`config.mk`:
```
export PLATFORM = sky130hd
export DESIGN_NAME = lpa_head
export DESIGN_NICKNAME = d
export VERILOG_FILES = /design/src/sv/lpa_pkg.sv /design/src/sv/lpa_head.sv
export SDC_FILE = /design/constraint.sdc
export NUM_CORES = 1
export LEC_CHECK = 0
export BUFFER_PORTS_ARGS = -buffer_cell sky130_fd_sc_hd__buf_2
export CAP_MARGIN = 5
export CORE_AREA = 4 4 108 110
export DETAILED_ROUTE_END_ITERATION = 7
export DIE_AREA = 0 0 112 114
export PLACE_DENSITY = 0.72
export SYNTH_ARGS = -nofsm -noshare
export SYNTH_HDL_FRONTEND = slang
export SYNTH_SLANG_ARGS = --single-unit
```
`constraint.sdc`:
```
create_clock -name vclk -period 3.02
set_clock_uncertainty 0.1 [all_clocks]
set_input_delay 0.453 -clock vclk [all_inputs]
set_output_delay 0.453 -clock vclk [all_outputs]
set_load 0.01 [all_outputs]
```
`src/sv/lpa_pkg.sv`:
```
// Package for the lease pool allocator: beat structs, table entry, codes.
// No dependencies; used by every module of the block.
`timescale 1ns / 1ps
package lpa_pkg;

	// operation codes
	localparam logic [1:0] OP_REQUEST = 2'd0;
	localparam logic [1:0] OP_COMMIT  = 2'd1;
	localparam logic [1:0] OP_FREE    = 2'd2;
	localparam logic [1:0] OP_TICK    = 2'd3;

	// status codes
	localparam logic [1:0] ST_OK      = 2'd0;
	localparam logic [1:0] ST_NOFREE  = 2'd1;
	localparam logic [1:0] ST_REFUSED = 2'd2;

	// register addresses
	localparam logic [2:0] ADDR_MIN_RANGE = 3'd0;
	localparam logic [2:0] ADDR_MAX_RANGE = 3'd4;

	typedef struct packed {
		logic [1:0]  op;
		logic [7:0]  slot;
		logic [47:0] client_mac;
		logic [23:0] lease_seconds;
	} lpa_req_t;

	typedef struct packed {
		logic [1:0]  status;
		logic [7:0]  position;
		logic [31:0] expiry;
	} lpa_rsp_t;

	// one slot of the table
	typedef struct packed {
		logic [31:0] expiry;
		logic [47:0] owner;
		logic        owner_valid;
	} lpa_entry_t;

	// context of the operation in flight, seen by the head
	typedef struct packed {
		logic [1:0]  op;
		logic [47:0] mac;
		logic [31:0] exp_new;
		logic [31:0] now;
		logic        slot_act;
	} lpa_ctx_t;

	// what the head saw on the slot passing through it
	typedef struct packed {
		logic owner_hit;
		logic is_free;
	} lpa_flags_t;

endpackage

```
`src/sv/lpa_head.sv`:
```
// Head of the ring: applies the current operation to the slot passing by.
// Depends on lpa_pkg.
`timescale 1ns / 1ps
module lpa_head
	import lpa_pkg::*;
(
	input  lpa_ctx_t   ctx,
	input  logic       at_slot,
	input  logic       in_act,
	input  lpa_entry_t cur,
	output lpa_entry_t upd,
	output lpa_flags_t flags
);

	always_comb begin
		upd             = cur;
		flags.owner_hit = cur.owner_valid && (cur.owner == ctx.mac);
		flags.is_free   = (cur.expiry == '0);
		unique case (ctx.op)
			OP_COMMIT: begin
				if (at_slot && ctx.slot_act) begin
					upd.expiry      = ctx.exp_new;
					upd.owner       = ctx.mac;
					upd.owner_valid = 1'b1;
				end
			end
			OP_FREE: begin
				if (at_slot && ctx.slot_act) begin
					upd.expiry = '0;
				end
			end
			OP_TICK: begin
				// sweep out leases that have run out
				if (in_act && (cur.expiry != '0) && (cur.expiry <= ctx.now)) begin
					upd.expiry = '0;
				end
			end
			default: begin
				upd = cur;
			end
		endcase
	end

endmodule

```
Word level (Yosys, flattened, before mapping) --
Index checks and enable logic that the tools add are counted.
Cells by class: equality and inequality tests 4, reductions and logical operators 6, multiplexer cells 5, $lt $le $gt $ge 1
Operators with widths (count):
- case mux 32 bit (3 select lines) | 1
- 2-to-1 mux 81 bit | 1
- 2-to-1 mux 32 bit | 2
- 2-to-1 mux 49 bit | 1
- equality test 48 bit | 1
- less-or-equal comparator 32 bit | 1
- zero test 32 bit | 1
- nonzero test 32 bit | 1
- equality test 2 bit (second input constant) | 2
- logical AND 1 bit | 4
- equality test 2 x 1 -> 1 bit (second input constant) | 1
Storage, ports and cells: output and inout port bits 83, word-level logic and storage cells 16, flip-flop bits (word level) 0, bits of input ports 198

Longest topological paths before layout --
depth after elaboration 5, mapped depth 9, gate-level depth less buffers 8

Worst setup path after synthesis --
Ideal clock, no wire load.
kind input-to-output, from in ctx[2] (netlist bit), to out upd[50] (netlist bit), buffers on the path 1, required time 2467 ps, arrival 1902 ps, path slack 565 ps, cell stages on the path 9, cell sequence inv_1 > ha_1 > nor2b_1 > o211ai_1 > a2111o_1 > a31oi_4 > buf_6 > o21ai_1 > nand2_1
RTL lines:
- start, declared | line lpa_head.sv:7 | input lpa_ctx_t ctx,
- end, declared | line lpa_head.sv:11 | output lpa_entry_t upd,

==> summary.md <==
| Metric | Value |
|---|---|
| Pwr Density | 155 nW/µm² |
| Met3 routing resource usage after global routing | 2.07% |
| Portion of the post-synthesis area used by sequential elements | 0% |
| First-pass detailed-route iteration total | 5 |
| Largest net degree at the start of global routing | 56 |
| Rel. slew slack | 68.4% |
| Final clock period utilization by the worst path | 94.5% |
| Max-cap viol count | 0 |
| RSZ-0062 raised after global routing | no |
| Count of synthesis-stage warnings from yosys | 0 |
| Capture endpoint of the worst hold path | upd[0] |
| Result of the run | finished, final reports clean |
| 1st-iter DRT viols | 446 |
| Die boundary width | 112 µm |
| Highest ir drop seen on vdd | 69.0 µV |
| Met2 track utilization from global routing | 31.5% |
| Number of distinct standard cells referenced by the synthesized netlist | 28 |
| Worst hold path depth | 3 |
| Final wirelength | 13600 µm |
| Worst hold-check path type | in2out |
| Met1 layer usage reported by global route | 25.3% |
| Initial antenna violation count | 0 |
| Syn_area_per_cell | 5.84 µm² |
| Time the worst path needs with I/O delays and setup | 2.85 ns |
| Fin. max-slew vios | 0 |
| Layout cells sized above 1 | 39.1% |
| Crit path max fanout | 23 |
| Number of buffers added to fix hold violations after cts | 0 |
| Floorplan Core Area | 10700 µm² |
| Number of clock buffers in the layout | 0 |
| Minimum setup slack after placement | 0.185 ns |
| Data arrival, critical path | 2.30 ns |
| Global-route total usage across every layer | 18.5% |
| Min-delay src | cur[0] |
| First-pass GRT wire length | 19900 µm |
| Slew at the pin closest to its max-slew limit | 0.474 ns |
| Fill cell total of the finished layout | 1184 |
| Total negative slack for setup checks | 0 ns |
| Element type at the critical path end | output port |
| Via count | 4423 |
| Fmax | 350 MHz |
| Antenna cell count | 0 |
| Antenna Nets Post-Route | 0 |
| Leakage | 0.00260 µW |
| Floorplan row count | 38 |
| Number of buffers added for setup after CTS | 0 |
| Die Ht | 114 µm |
| # DRC | 0 |
| Hold Vio Cnt, Final | 0 |
| GP Congestion | 0.892 |
| Initial cell density of the core | 27.4% |
| Most congested layer reported by global routing | met2 |
| Minimum hold slack | 1.09 ns |
| Full die area | 12800 µm² |
| Number of ports placed on the die boundary | 281 |
| Port Buffer Count | 281 |
| Total of endpoints with negative setup slack in the final report | 0 |
| Leftover overflow at the end of global routing | 0 |
| Number of global-route vias before repair | 4056 |
| Synth Net Count | 732 |
| Via-per-instance ratio | 4.89 |
| HPWL Detailed | 11500 µm |
| Smallest setup slack after layout | 0.165 ns |
| Number of flip-flops and latches | 0 |
| Netlist area before placement | 2930 µm² |
| Layout net count | 997 |
| Kind of launch point of the worst setup path | input pin |
| Area overhead of the layout relative to synthesis | 53.0% |
| Type of the worst setup path | in2out |
| Footprint of the flip-flops and latches | 0 µm² |
| Mapped Cells | 502 |
| Average wire per cell in the routed design | 15.0 µm |
| Data required time at the worst endpoint | 2.47 ns |
## per-layer routing
metal | vias up | share of wire, % | wire length, µm
li1 | 2259 | - | -
met1 | 1951 | 43 | 5860
met2 | 193 | 48 | 6520
met3 | 20 | 6.8 | 918
met4 | 0 | 1.9 | 257
met5 | - | 0 | 0
## cell usage after synthesis
master / count / area share [%]
sky130_fd_sc_hd__a32oi_1: 32 / 9.6
sky130_fd_sc_hd__o211ai_1: 2 / 0.51
sky130_fd_sc_hd__o21ai_0: 8 / 1.4
sky130_fd_sc_hd__clkbuf_2: 3 / 0.51
sky130_fd_sc_hd__nand2_1: 186 / 24
sky130_fd_sc_hd__inv_1: 33 / 4.2
sky130_fd_sc_hd__nor2b_1: 32 / 6.8
sky130_fd_sc_hd__o21ai_1: 31 / 5.3
sky130_fd_sc_hd__nor4_1: 21 / 4.5
sky130_fd_sc_hd__nor3_1: 2 / 0.34
sky130_fd_sc_hd__nor4_2: 1 / 0.43
sky130_fd_sc_hd__nand4_1: 11 / 2.3
sky130_fd_sc_hd__xnor2_1: 2 / 0.60
sky130_fd_sc_hd__nor2_1: 5 / 0.64
sky130_fd_sc_hd__nand3_1: 4 / 0.68
sky130_fd_sc_hd__nor3b_1: 1 / 0.26
sky130_fd_sc_hd__buf_6: 6 / 2.3
sky130_fd_sc_hd__nand4b_1: 1 / 0.30
sky130_fd_sc_hd__buf_2: 4 / 0.68
sky130_fd_sc_hd__a221oi_1: 2 / 0.60
sky130_fd_sc_hd__a2111o_1: 1 / 0.38
sky130_fd_sc_hd__xor2_1: 47 / 14
sky130_fd_sc_hd__nand4_2: 1 / 0.43
sky130_fd_sc_hd__nand2b_1: 3 / 0.64
sky130_fd_sc_hd__clkbuf_1: 16 / 2.0
sky130_fd_sc_hd__ha_1: 32 / 14
sky130_fd_sc_hd__a31oi_4: 1 / 0.72
sky130_fd_sc_hd__a21oi_1: 14 / 2.4
## per-stage QoR
step / cell area (µm²) / instances / utilization [%] / power [µW]
5_1_grt: 4490 / 905 / 42.0 / 768
3_5_place_dp: 4480 / 905 / 41.9 / 688
3_3_place_gp: 4480 / 905 / 41.9 / 683
6_report: 4490 / 905 / 42.0 / 694
4_1_cts: 4480 / 905 / 41.9 / 692
2_1_floorplan: 2930 / 502 / - / 348
## critical path: stages
cell and delay [ns]:
sky130_fd_sc_hd__buf_2 0.14, sky130_fd_sc_hd__ha_1 0.33, sky130_fd_sc_hd__nand4_2 0.18, sky130_fd_sc_hd__a2111o_1 0.47
sky130_fd_sc_hd__a31oi_4 0.24, sky130_fd_sc_hd__buf_12 0.20, sky130_fd_sc_hd__o21ai_0 0.09, sky130_fd_sc_hd__nand2_1 0.07
sky130_fd_sc_hd__buf_2 0.13
## how the worst max path moves through the flow
stage / start / to / slack, ns
2_1_floorplan: ctx[2] / upd[50] / 0.56
3_3_place_gp: cur[64] / upd[63] / 0.17
3_5_place_dp: cur[64] / upd[63] / 0.19
4_1_cts: cur[64] / upd[71] / 0.18
5_1_grt: cur[64] / upd[64] / 0.05
6_report: cur[64] / upd[71] / 0.17
## cell families after synthesis
| family | share of synthesized area (%) |
|---|---|
| and+or+nand+nor | 41.2 |
| adders and majority gates | 13.6 |
| buffers and inverters | 9.77 |
| AOI/OAI and AO/OA | 20.8 |
| xor gates and xnor gates | 14.6 |
## cell type report
class | count | area [µm²] | area share, %
well taps | 140 | 175 | 3.90
inverters | 33 | 124 | 2.76
multi-input cells | 440 | 2670 | 59.3
repair buffers | 292 | 1530 | 34.0
## layout by cell type, fill, tap and decap left out
cell,count
sky130_fd_sc_hd__nor2_1,4
sky130_fd_sc_hd__buf_12,3
sky130_fd_sc_hd__nor2b_1,32
sky130_fd_sc_hd__buf_4,8
sky130_fd_sc_hd__a21oi_1,14
sky130_fd_sc_hd__o211ai_1,2
sky130_fd_sc_hd__nor4_1,20
sky130_fd_sc_hd__xor2_1,47
sky130_fd_sc_hd__ha_1,32
sky130_fd_sc_hd__nor2_2,1
sky130_fd_sc_hd__nor3_1,2
sky130_fd_sc_hd__a221oi_1,2
sky130_fd_sc_hd__a31oi_4,1
sky130_fd_sc_hd__o21ai_1,30
sky130_fd_sc_hd__buf_2,281
sky130_fd_sc_hd__nor3b_2,1
sky130_fd_sc_hd__nand2b_1,3
sky130_fd_sc_hd__nand3_1,4
sky130_fd_sc_hd__inv_1,33
sky130_fd_sc_hd__xnor2_1,2
sky130_fd_sc_hd__nand2_1,186
sky130_fd_sc_hd__nand4_2,1
sky130_fd_sc_hd__o21ai_2,1
sky130_fd_sc_hd__a32oi_1,32
sky130_fd_sc_hd__a2111o_1,1
sky130_fd_sc_hd__nor4_2,2
sky130_fd_sc_hd__nand4_1,11
sky130_fd_sc_hd__nand4b_1,1
sky130_fd_sc_hd__o21ai_0,8
## report_power, final
group | total, µW | internal, µW | switching [µW] | leakage [µW]
Combinational | 694 | 314 | 380 | 0.00260
Sequential | 0 | 0 | 0 | 0
Clock | 0 | 0 | 0 | 0
## what timing repair did
item	in CTS	in global routing
setup endpoints to repair	0	1
endpoints found under the hold margin	0	0
gates resized for setup	0	1
Power figures use the tool's default switching activity.
