**src/sv/lpa_pkg.sv**
```systemverilog
// Package for the lease pool allocator: beat structs, table entry, codes.
// No dependencies; used by every module of the block.
`timescale 1ns / 1ps
package lpa_pkg;

	// operation codes
	localparam logic [1:0] OP_REQUEST = 2'd0;
	localparam logic [1:0] OP_COMMIT  = 2'd1;
	localparam logic [1:0] OP_FREE    = 2'd2;
	localparam logic [1:0] OP_TICK    = 2'd3;

	// status codes
	localparam logic [1:0] ST_OK      = 2'd0;
	localparam logic [1:0] ST_NOFREE  = 2'd1;
	localparam logic [1:0] ST_REFUSED = 2'd2;

	// register addresses
	localparam logic [2:0] ADDR_MIN_RANGE = 3'd0;
	localparam logic [2:0] ADDR_MAX_RANGE = 3'd4;

	typedef struct packed {
		logic [1:0]  op;
		logic [7:0]  slot;
		logic [47:0] client_mac;
		logic [23:0] lease_seconds;
	} lpa_req_t;

	typedef struct packed {
		logic [1:0]  status;
		logic [7:0]  position;
		logic [31:0] expiry;
	} lpa_rsp_t;

	// one slot of the table
	typedef struct packed {
		logic [31:0] expiry;
		logic [47:0] owner;
		logic        owner_valid;
	} lpa_entry_t;

	// context of the operation in flight, seen by the head
	typedef struct packed {
		logic [1:0]  op;
		logic [47:0] mac;
		logic [31:0] exp_new;
		logic [31:0] now;
		logic        slot_act;
	} lpa_ctx_t;

	// what the head saw on the slot passing through it
	typedef struct packed {
		logic owner_hit;
		logic is_free;
	} lpa_flags_t;

endpackage

```
**src/sv/lpa_cell.sv**
```systemverilog
// One cell of the slot ring: holds one table entry, loads its neighbor's.
// Depends on lpa_pkg.
`timescale 1ns / 1ps
module lpa_cell
	import lpa_pkg::*;
(
	input  logic       clk,
	input  logic       arst_n,
	input  logic       shift,
	input  lpa_entry_t nxt,
	output lpa_entry_t cur
);

	logic [31:0] expiry_q;
	logic        valid_q;
	logic [47:0] owner_q;

	// control part of the entry: cleared on reset
	always_ff @(posedge clk or negedge arst_n) begin
		if (!arst_n) begin
			expiry_q <= '0;
			valid_q  <= 1'b0;
		end else if (shift) begin
			expiry_q <= nxt.expiry;
			valid_q  <= nxt.owner_valid;
		end
	end

	// owner address: meaningful only with valid set
	always_ff @(posedge clk) begin
		if (shift) begin
			owner_q <= nxt.owner;
		end
	end

	assign cur = '{expiry: expiry_q, owner: owner_q, owner_valid: valid_q};

endmodule

```
**config.mk**
```make
export PLATFORM = sky130hd
export DESIGN_NAME = lpa_cell
export DESIGN_NICKNAME = d
export VERILOG_FILES = /design/src/sv/lpa_pkg.sv /design/src/sv/lpa_cell.sv
export SDC_FILE = /design/constraint.sdc
export NUM_CORES = 1
export LEC_CHECK = 0
export ABC_CLOCK_PERIOD_IN_PS = 800
export BUFFER_PORTS_ARGS = -buffer_cell sky130_fd_sc_hd__buf_2
export CELL_PAD_IN_SITES_DETAIL_PLACEMENT = 0
export CELL_PAD_IN_SITES_GLOBAL_PLACEMENT = 1
export CORE_MARGIN = 5
export CORE_UTILIZATION = 36
export CTS_BUF_LIST = sky130_fd_sc_hd__clkbuf_4
export CTS_CLUSTER_SIZE = 40
export DETAILED_ROUTE_END_ITERATION = 8
export PLACE_DENSITY = 0.85
export SLEW_MARGIN = 0
export SYNTH_ARGS = -nofsm -noshare
export SYNTH_HDL_FRONTEND = slang
export SYNTH_SLANG_ARGS = --single-unit
```
**constraint.sdc**
```tcl
create_clock -name clk -period 0.8 [get_ports clk]
set_input_delay 0 -clock clk [delete_from_list [all_inputs] [get_ports clk]]
set_output_delay 0 -clock clk [all_outputs]
set_load 0.1 [all_outputs]
```
## After elaboration in Yosys (flattened, before gate mapping)

Cells that the tools add are included.

| cells by class | value |
|---|---|
| $add $sub $neg | 0 |
| $mul | 0 |
| div/mod/pow operators | 0 |
| order comparisons | 0 |
| equality and inequality tests | 0 |
| shift-type cells | 0 |
| mux-type cells | 0 |
| bitwise operators | 0 |
| reduce and logical (&&, ||, !) cells | 0 |

| word-level totals | value |
|---|---|
| register bits after elaboration | 81 |
| bits in latches | 0 |
| memory bits (writable) | 0 |
| memory bits (read-only) | 0 |
| output and inout port bits | 81 |
| word-level logic and storage cells | 3 |
| memories | 0 |

## Longest topological paths before layout

Gate-level depths: netlist of the first run.

| logic depth | value |
|---|---|
| depth after elaboration | 0 |
| gate-level depth with buffers | 3 |
| gate-level depth less buffers | 1 |

## Worst setup path after synthesis of the first run

No wires, ideal clock.

| timing path | value |
|---|---|
| path type | register -> register |
| start | register expiry_q[0] (netlist name) |
| end | register expiry_q[0] |
| setup time | 126 ps |
| arrival time | 1132 ps |
| required time | 674 ps |
| slack | -458 ps |
| cell stages (with the launch flop) | 2 |
| buffers on the path | 0 |
| period minus slack after synthesis | 1258 ps |
| path through | dfrtp_1 mux2_4 |

RTL lines:

| element | line | text |
|---|---|---|
| end signal: assignment | lpa_cell.sv:24 | `expiry_q <= nxt.expiry;` |
| end: declaration | lpa_cell.sv:14 | `logic [31:0] expiry_q;` |

## Worst setup path after layout of the first run

| timing path | value |
|---|---|
| start | register expiry_q[16] |
| end | output port cur[65] (netlist name) |

RTL lines:

| element | line | text |
|---|---|---|
| end: declaration | lpa_cell.sv:11 | `output lpa_entry_t cur` |

No word-level cell between the ends.

==> results of run 1 <==
[report_power, final]
group / leakage (uW) / internal, uW / total, uW / switching (uW)
Combinational: 0.00200 / 2430 / 5810 / 3380
Clock: 0.0000801 / 1290 / 2700 / 1410
Sequential: 0.000826 / 4940 / 5250 / 319
[cells in the mapped netlist]
cell type and n:
mux2_4 30, buf_4 1, buf_6 1, mux2_2 3
dfrtp_1 33, edfxtp_1 48, buf_12 3
[worst max path at each step]
| stage | end | slack (ps) |
|---|---|---|
| after global placement | expiry_q[3] | -40 |
| final | cur[65] | -420 |
| after detailed placement | expiry_q[4] | -60 |
| after global routing | cur[73] | -470 |
| after CTS | cur[75] | -430 |
| after floorplan | expiry_q[0] | -230 |
[layout make-up]
cell class	instances	area, um^2
Fill cell	358	1090
Antenna cell	1	2.50
Clock buffer	10	75.1
Timing Repair Buffer	297	3440
Multi-Input combinational cell	33	484
Clock inverter	6	83.8
Sequential cell	81	2390
Tap cell	102	128
[stage by stage]
step	power [uW]	setup slack (ps)	hold slack, ps	util [%]
final	13800	-416	-38.4	85.9
after floorplan	8190	-227	-296	-
after detailed placement	10600	-59.8	-120	70.5
after global placement	10500	-42.2	-131	70.5
after global routing	14200	-472	-71.7	85.9
after CTS	13700	-428	-66.4	85.4
[critical path, cell delays in order, from the launching register on]
cell     delay [ps]
dfrtp_4         520
buf_6           130
buf_12          150
[kinds of logic (layout without fill, tap and decap cells)]
logic type,after synthesis,in the layout,share of synthesized area [%]
other,0,1,0
buffers and inverters,5,313,2.79
DFF,81,81,80.1
muxes,33,33,17.1
[state kept, by name, summed over array words and instances, names as in the netlist]
name      flops
expiry_q     32
owner_q      48
valid_q       1
[routing by layer]
layer / GRT usage, % / vias up / routed length, um
met1: 26.4 / 1165 / 4040
li1: - / 1052 / -
met2: 41.5 / 139 / 5810
met3: 8.92 / 6 / 998
met4: 5.36 / 0 / 63
met5: 0 / - / 0
[what timing repair did]
item	CTS	global route
resized for setup	36	5
pin swaps	0	0
setup buffers	4	5
setup endpoints to repair	113	114
hold endpoints to repair	114	8
==> summary.txt, run 1 <==
Commonest non-fill, non-tap cells in the layout -> buf_12 (85), dlygate4sd3_1 (82), buf_2 (82), edfxtp_1 (48), buf_6 (39)
Drc violations -> 0
Placed inst area -> 5420 um^2
Post-route insts no fill -> 530
Post-synth top area cell -> edfxtp_1
Largest net degree at the start of global routing -> 28
Vias in the first global route -> 2755
Arrival time at the worst endpoint -> 1220 ps
Leak Pwr -> 0.00291 uW
Die H -> 98.7 um
Inst Count DP -> 424
Clock sink count -> 81
Req. time, crit path -> 800 ps
Setup crit end kind -> output port
Layout Nets -> 506
Final ANT Viol Nets -> 0
Post-synth net total -> 203
Via count -> 2362
Initial DRC Count -> 94
Initial Utilization -> 36.8%
Warnings from Yosys -> 0
Global route overflow -> 0
Clk_lat worst skew -> 420 ps
Worst hold path class -> primary input to asynchronous set/reset pin
Clock skew -> 0 ps
Share of cells above drive strength 1 -> 69.1%
Max_cap viols -> 0
RSZ-0062 raised after global routing -> yes
Worst slew pin tran -> 258 ps
Routed wire length -> 10900 um
Final setup vio count -> 114
TritonCTS clock tree -> yes
Quantity of hold-fixing buffers added after cts -> 82
WHS -> -38.4 ps
Worst reg2reg startpoint -> expiry_q[14]
Setup TNS -> -28450 ps
CTS Buffer Depth -> 2
Distinct cells, synth -> 7
Total CTS buffers -> 9
FF-to-FF path depth -> 2
Crit start category -> flop
Proportion of synthesized chip area in sequential cells -> 80.1%
Worst slew margin -> 82.8%
Fmax -> 0.822 GHz
Max Fanout on Critical Path -> 2
Reg2reg end -> expiry_q[14]
Total GRT Usage -> 23.3%
Status -> complete, but fails checks
Min Tclk post-route -> 1220 ps
FP Rows -> 32
Die ar. -> 9730 um^2
Initial antenna violation count -> 1
Synth Instances -> 119
Synthesized cell area -> 2830 um^2
Reg clk slew, reported paths -> 120 ps
Final worst slack -> -416 ps
Drt first pass iters -> 4
VDD IR max -> 0.00121 V
H-tree Lvls -> 3
Synth top area share -> 50.9%
Port Buffer Count -> 164
I/O Pins -> 165
Commonest non-fill, non-tap cell in the layout -> buf_12
Pwr/cell area -> 2090 nW/um^2
Slew Limit Fails -> 0
First-pass GRT wire length -> 16900 um
Wire length per cell -> 20.6 um
Syn-to-layout area delta -> 133%
Top post-synthesis cells by area -> edfxtp_1 (51%), dfrtp_1 (29%), mux2_4 (16%), buf_12 (2.1%), mux2_2 (1.2%)
Die Wd -> 98.7 um
Critical Path Source -> expiry_q[16]
Final hold vios -> 8
Routability cong. -> 0.742
Crit Path Category -> flop to output port
Failing checks -> hold timing, setup timing
Root Driver -> clkbuf_4
Post-Syn Area per Cell -> 23.8 um^2
Yosys reg bits -> 81
R2R setup slack -> -210 ps
Crit share post-route -> 152%
Final Cell Area -> 6600 um^2
Vias per inst -> 4.46
Core area -> 7690 um^2
DPL Wire Length -> 6650 um
No activity file was read; power rests on OpenSTA's default activity.
==> run 2: changes to the inputs <==
--- a/config.mk
+++ b/config.mk
@@ -7,10 +7,8 @@
 export LEC_CHECK = 0
 export ABC_CLOCK_PERIOD_IN_PS = 800
 export BUFFER_PORTS_ARGS = -buffer_cell sky130_fd_sc_hd__buf_2
-export CELL_PAD_IN_SITES_DETAIL_PLACEMENT = 0
-export CELL_PAD_IN_SITES_GLOBAL_PLACEMENT = 1
 export CORE_MARGIN = 5
-export CORE_UTILIZATION = 36
+export CORE_UTILIZATION = 45
 export CTS_BUF_LIST = sky130_fd_sc_hd__clkbuf_4
 export CTS_CLUSTER_SIZE = 40
 export DETAILED_ROUTE_END_ITERATION = 8
==> run 2 against run 1 <==
Synthesized cell count did not move. Area after synthesis stayed put. The flow now stops in clock tree synthesis.
==> summary.txt, run 2 <==
Proportion of synthesized chip area in sequential cells -> 80.1% (unchanged)
Top cells by count, synth -> edfxtp_1 (48), dfrtp_1 (33), mux2_4 (30)
Die Wd -> 89.3 um (-9.5%)
Synthesized cell area -> 2830 um^2 (unchanged)
Post-synth top area cell -> edfxtp_1
Synth Instances -> 119 (unchanged)
Die H -> 89.3 um (-9.5%)
FP Rows -> 28 (-13%)
Resized cells post-CTS -> 41 (+14%)
Status -> aborted with a tool error
Halt Stage -> clock tree synthesis
Distinct cells, synth -> 7 (unchanged)
Primary FF master, synth -> edfxtp_1
Dpl ws -> -80.0 ps (-20.1 ps)
Warnings from Yosys -> 0 (unchanged)
Number of synthesized flops with an enable pin -> 48 (unchanged)
Total CTS buffers -> 9 (unchanged)
Cell with the most instances after synthesis -> edfxtp_1
I/O Pins -> 165 (unchanged)
Top post-synthesis cells by area -> edfxtp_1 (51%), dfrtp_1 (29%), mux2_4 (16%), buf_12 (2.1%), mux2_2 (1.2%)
Quantity of hold-fixing buffers added after cts -> 83 (+1.2%)
Initial Utilization -> 47.0% (+10 points)
Post-synth net total -> 203 (unchanged)
Yosys reg bits -> 81 (unchanged)
Root Driver -> clkbuf_4
Synth top area share -> 50.9% (unchanged)
Post-synth ARST share -> 40.7% (unchanged)
CTS Buffer Depth -> 2 (unchanged)
Setup bufs post-CTS -> 9 (+5)
Clock sink count -> 81 (unchanged)
Port Buffer Count -> 164 (unchanged)
H-tree Lvls -> 3 (unchanged)
Post-Syn Area per Cell -> 23.8 um^2 (unchanged)
Err -> [ERROR DPL-0038] Utilization greater than 100%, impossible to legalize
DPL Wire Length -> 7100 um (+6.8%)
Routability cong. -> 0.779 (+5.0%)
## run 2: stage by stage
stage	TNS (ps)	instances	utilization [%]	instance area, um^2	hold slack, ps
3_5_place_dp	-1560	389	88.4	5330	-29.7
3_3_place_gp	-1190	389	88.4	5330	-35.4
2_1_floorplan	-12240	119	-	2950	-296
## run 2: kinds of logic after synthesis
group | count (synthesis) | synth area share [%]
multiplexers | 33 | 17.1
flip-flops | 81 | 80.1
buffers and inverters | 5 | 2.79
==> run 3: changes to the inputs <==
--- a/config.mk
+++ b/config.mk
@@ -8,11 +8,9 @@
 export ABC_CLOCK_PERIOD_IN_PS = 800
 export BUFFER_PORTS_ARGS = -buffer_cell sky130_fd_sc_hd__buf_2
 export CORE_MARGIN = 5
-export CORE_UTILIZATION = 45
-export CTS_BUF_LIST = sky130_fd_sc_hd__clkbuf_4
-export CTS_CLUSTER_SIZE = 40
+export CORE_UTILIZATION = 38
 export DETAILED_ROUTE_END_ITERATION = 8
-export PLACE_DENSITY = 0.85
+export PLACE_DENSITY_LB_ADDON = 0.15
 export SLEW_MARGIN = 0
 export SYNTH_ARGS = -nofsm -noshare
 export SYNTH_HDL_FRONTEND = slang
==> run 3 against run 2 <==
The flow now finishes, with violations (setup timing).
==> summary.txt, run 3 (synthesized netlist as in run 1, its figures left out) <==
Worst hold path class -> primary input to flop
Largest net degree at the start of global routing -> 34
Core area -> 7250 um^2
RSZ-0062 raised after global routing -> yes
Root Driver -> clkbuf_8
Leak Pwr -> 0.00292 uW
Worst slew margin -> 83.1%
R2R setup slack -> -220 ps
Die ar. -> 9270 um^2
First-pass GRT wire length -> 15800 um
Slew Limit Fails -> 0
Slowest-stage cell, CP -> dfrtp_4
Die H -> 96.3 um (+7.8%)
Arrival time at the worst endpoint -> 1130 ps
Max_cap viols -> 0
Max stage delay on crit path -> 510 ps
Routed wire length -> 12400 um
Pwr/cell area -> 2140 nW/um^2
Die Wd -> 96.3 um (+7.8%)
WP buf/inv -> 2
Total GRT Usage -> 24.0%
Vias in the first global route -> 2615
Crit Path Category -> flop to output port
Final hold vios -> 0
Worst slew pin tran -> 253 ps
Final ANT Viol Nets -> 0
Layout Nets -> 504
Syn-to-layout area delta -> 134%
Global route overflow -> 0
Commonest non-fill, non-tap cell in the layout -> buf_12
Filler Cell Count -> 244
H-tree Lvls -> 3 (unchanged)
Max Fanout on Critical Path -> 2
CTS Buffer Depth -> 2 (unchanged)
Max FFs per register -> 48
DPL Wire Length -> 6270 um (-12%)
Share of cells above drive strength 1 -> 68.9%
DRT met1 WL -> 4390 um
Clock skew -> 0 ps
Final setup vio count -> 113
Initial antenna violation count -> 0
Port Buffer Count -> 164 (unchanged)
Initial DRC Count -> 134
FP Rows -> 31 (+11%)
Via count -> 2382
Failing checks -> setup timing
Total CTS buffers -> 9 (unchanged)
Met2 routed WL -> 6740 um
Min Tclk post-route -> 1130 ps
Critical path, cell by cell -> buf_6, buf_12
Final worst slack -> -335 ps
Clock sink count -> 81 (unchanged)
Clk_lat worst skew -> 330 ps
Status -> complete, but fails checks
Top reg by flops -> owner_q
Fmax -> 0.881 GHz
Crit share post-route -> 142%
Reg clk slew, reported paths -> 90 ps
Crit start category -> flop
VDD IR max -> 0.00148 V
I/O Pins -> 165 (unchanged)
Setup crit end kind -> output port
Vias per inst -> 4.54
Req. time, crit path -> 800 ps
Commonest non-fill, non-tap cells in the layout -> buf_12 (85), dlygate4sd3_1 (82), buf_2 (82), edfxtp_1 (48), buf_6 (38)
Final Util -> 91.2%
Met3 wire length -> 1090 um
Initial Utilization -> 39.0% (-7.9 points)
Largest registers -> owner_q x48, expiry_q x32, valid_q x1
Drc violations -> 0
Drt first pass iters -> 4
DR top layer -> met4
Routability cong. -> 0.683 (-12%)
Wire length per cell -> 23.5 um
Delay-heaviest family, CP -> flip-flops
Dpl ws -> -65.0 ps (+15.0 ps)
TritonCTS clock tree -> yes
run 3: repair_timing:
action	4_1_cts	5_1_grt
endpoints found under the hold margin	114	0
endpoints found under the setup margin	113	114
buffers inserted	3	7
gates resized for setup	33	7
hold buffers	82	0
run 3: report_power, final:
group          total [uW]  switching (uW)  internal [uW]
sequential           5270             333           4940
combinational        5840            3420           2420
clock                3030            1580           1450
total               14100            5340           8800
run 3: layout make-up:
cell class / instances / area, um^2 / share of cell area, %
diodes: 1 / 2.50 / 0.0378
clock buffers: 9 / 124 / 1.87
clock inverters: 7 / 70.1 / 1.06
multi-input cells: 33 / 484 / 7.32
flip-flops and latches: 81 / 2390 / 36.1
well taps: 99 / 124 / 1.87
repair buffers: 295 / 3420 / 51.7
run 3: path summary, 6_finish.rpt:
| kind | startpoint | to | cells past startpoint |
|---|---|---|---|
| min reg2reg | expiry_q[31] | expiry_q[31] | 1 |
| max reg2reg | expiry_q[12] | expiry_q[12] | 2 |
| min | shift | owner_q[38] | 2 |
| max in group asynchronous | arst_n | expiry_q[14] | 3 |
| min in group asynchronous | arst_n | expiry_q[18] | 3 |
| max | expiry_q[12] | cur[61] | 2 |
run 3: per-layer routing:
metal / up-vias / global-route usage (%)
li1: 1044 / -
met1: 1181 / 26.3
met2: 143 / 44.0
met3: 14 / 8.91
met4: 0 / 5.37
met5: - / 0
run 3: through the flow:
step / std cells / hold WS [ps] / cell area [um^2] / TNS, ps / power [uW]
floorplan: 119 / -296 / 2950 / -12240 / 8190
global placement: 419 / -30.0 / 5400 / -1220 / 10500
detailed placement: 419 / -26.2 / 5400 / -1450 / 10500
CTS: 519 / 89.7 / 6550 / -20700 / 13900
global route: 524 / 71.2 / 6610 / -24830 / 14600
finish: 525 / 99.0 / 6610 / -21080 / 14100
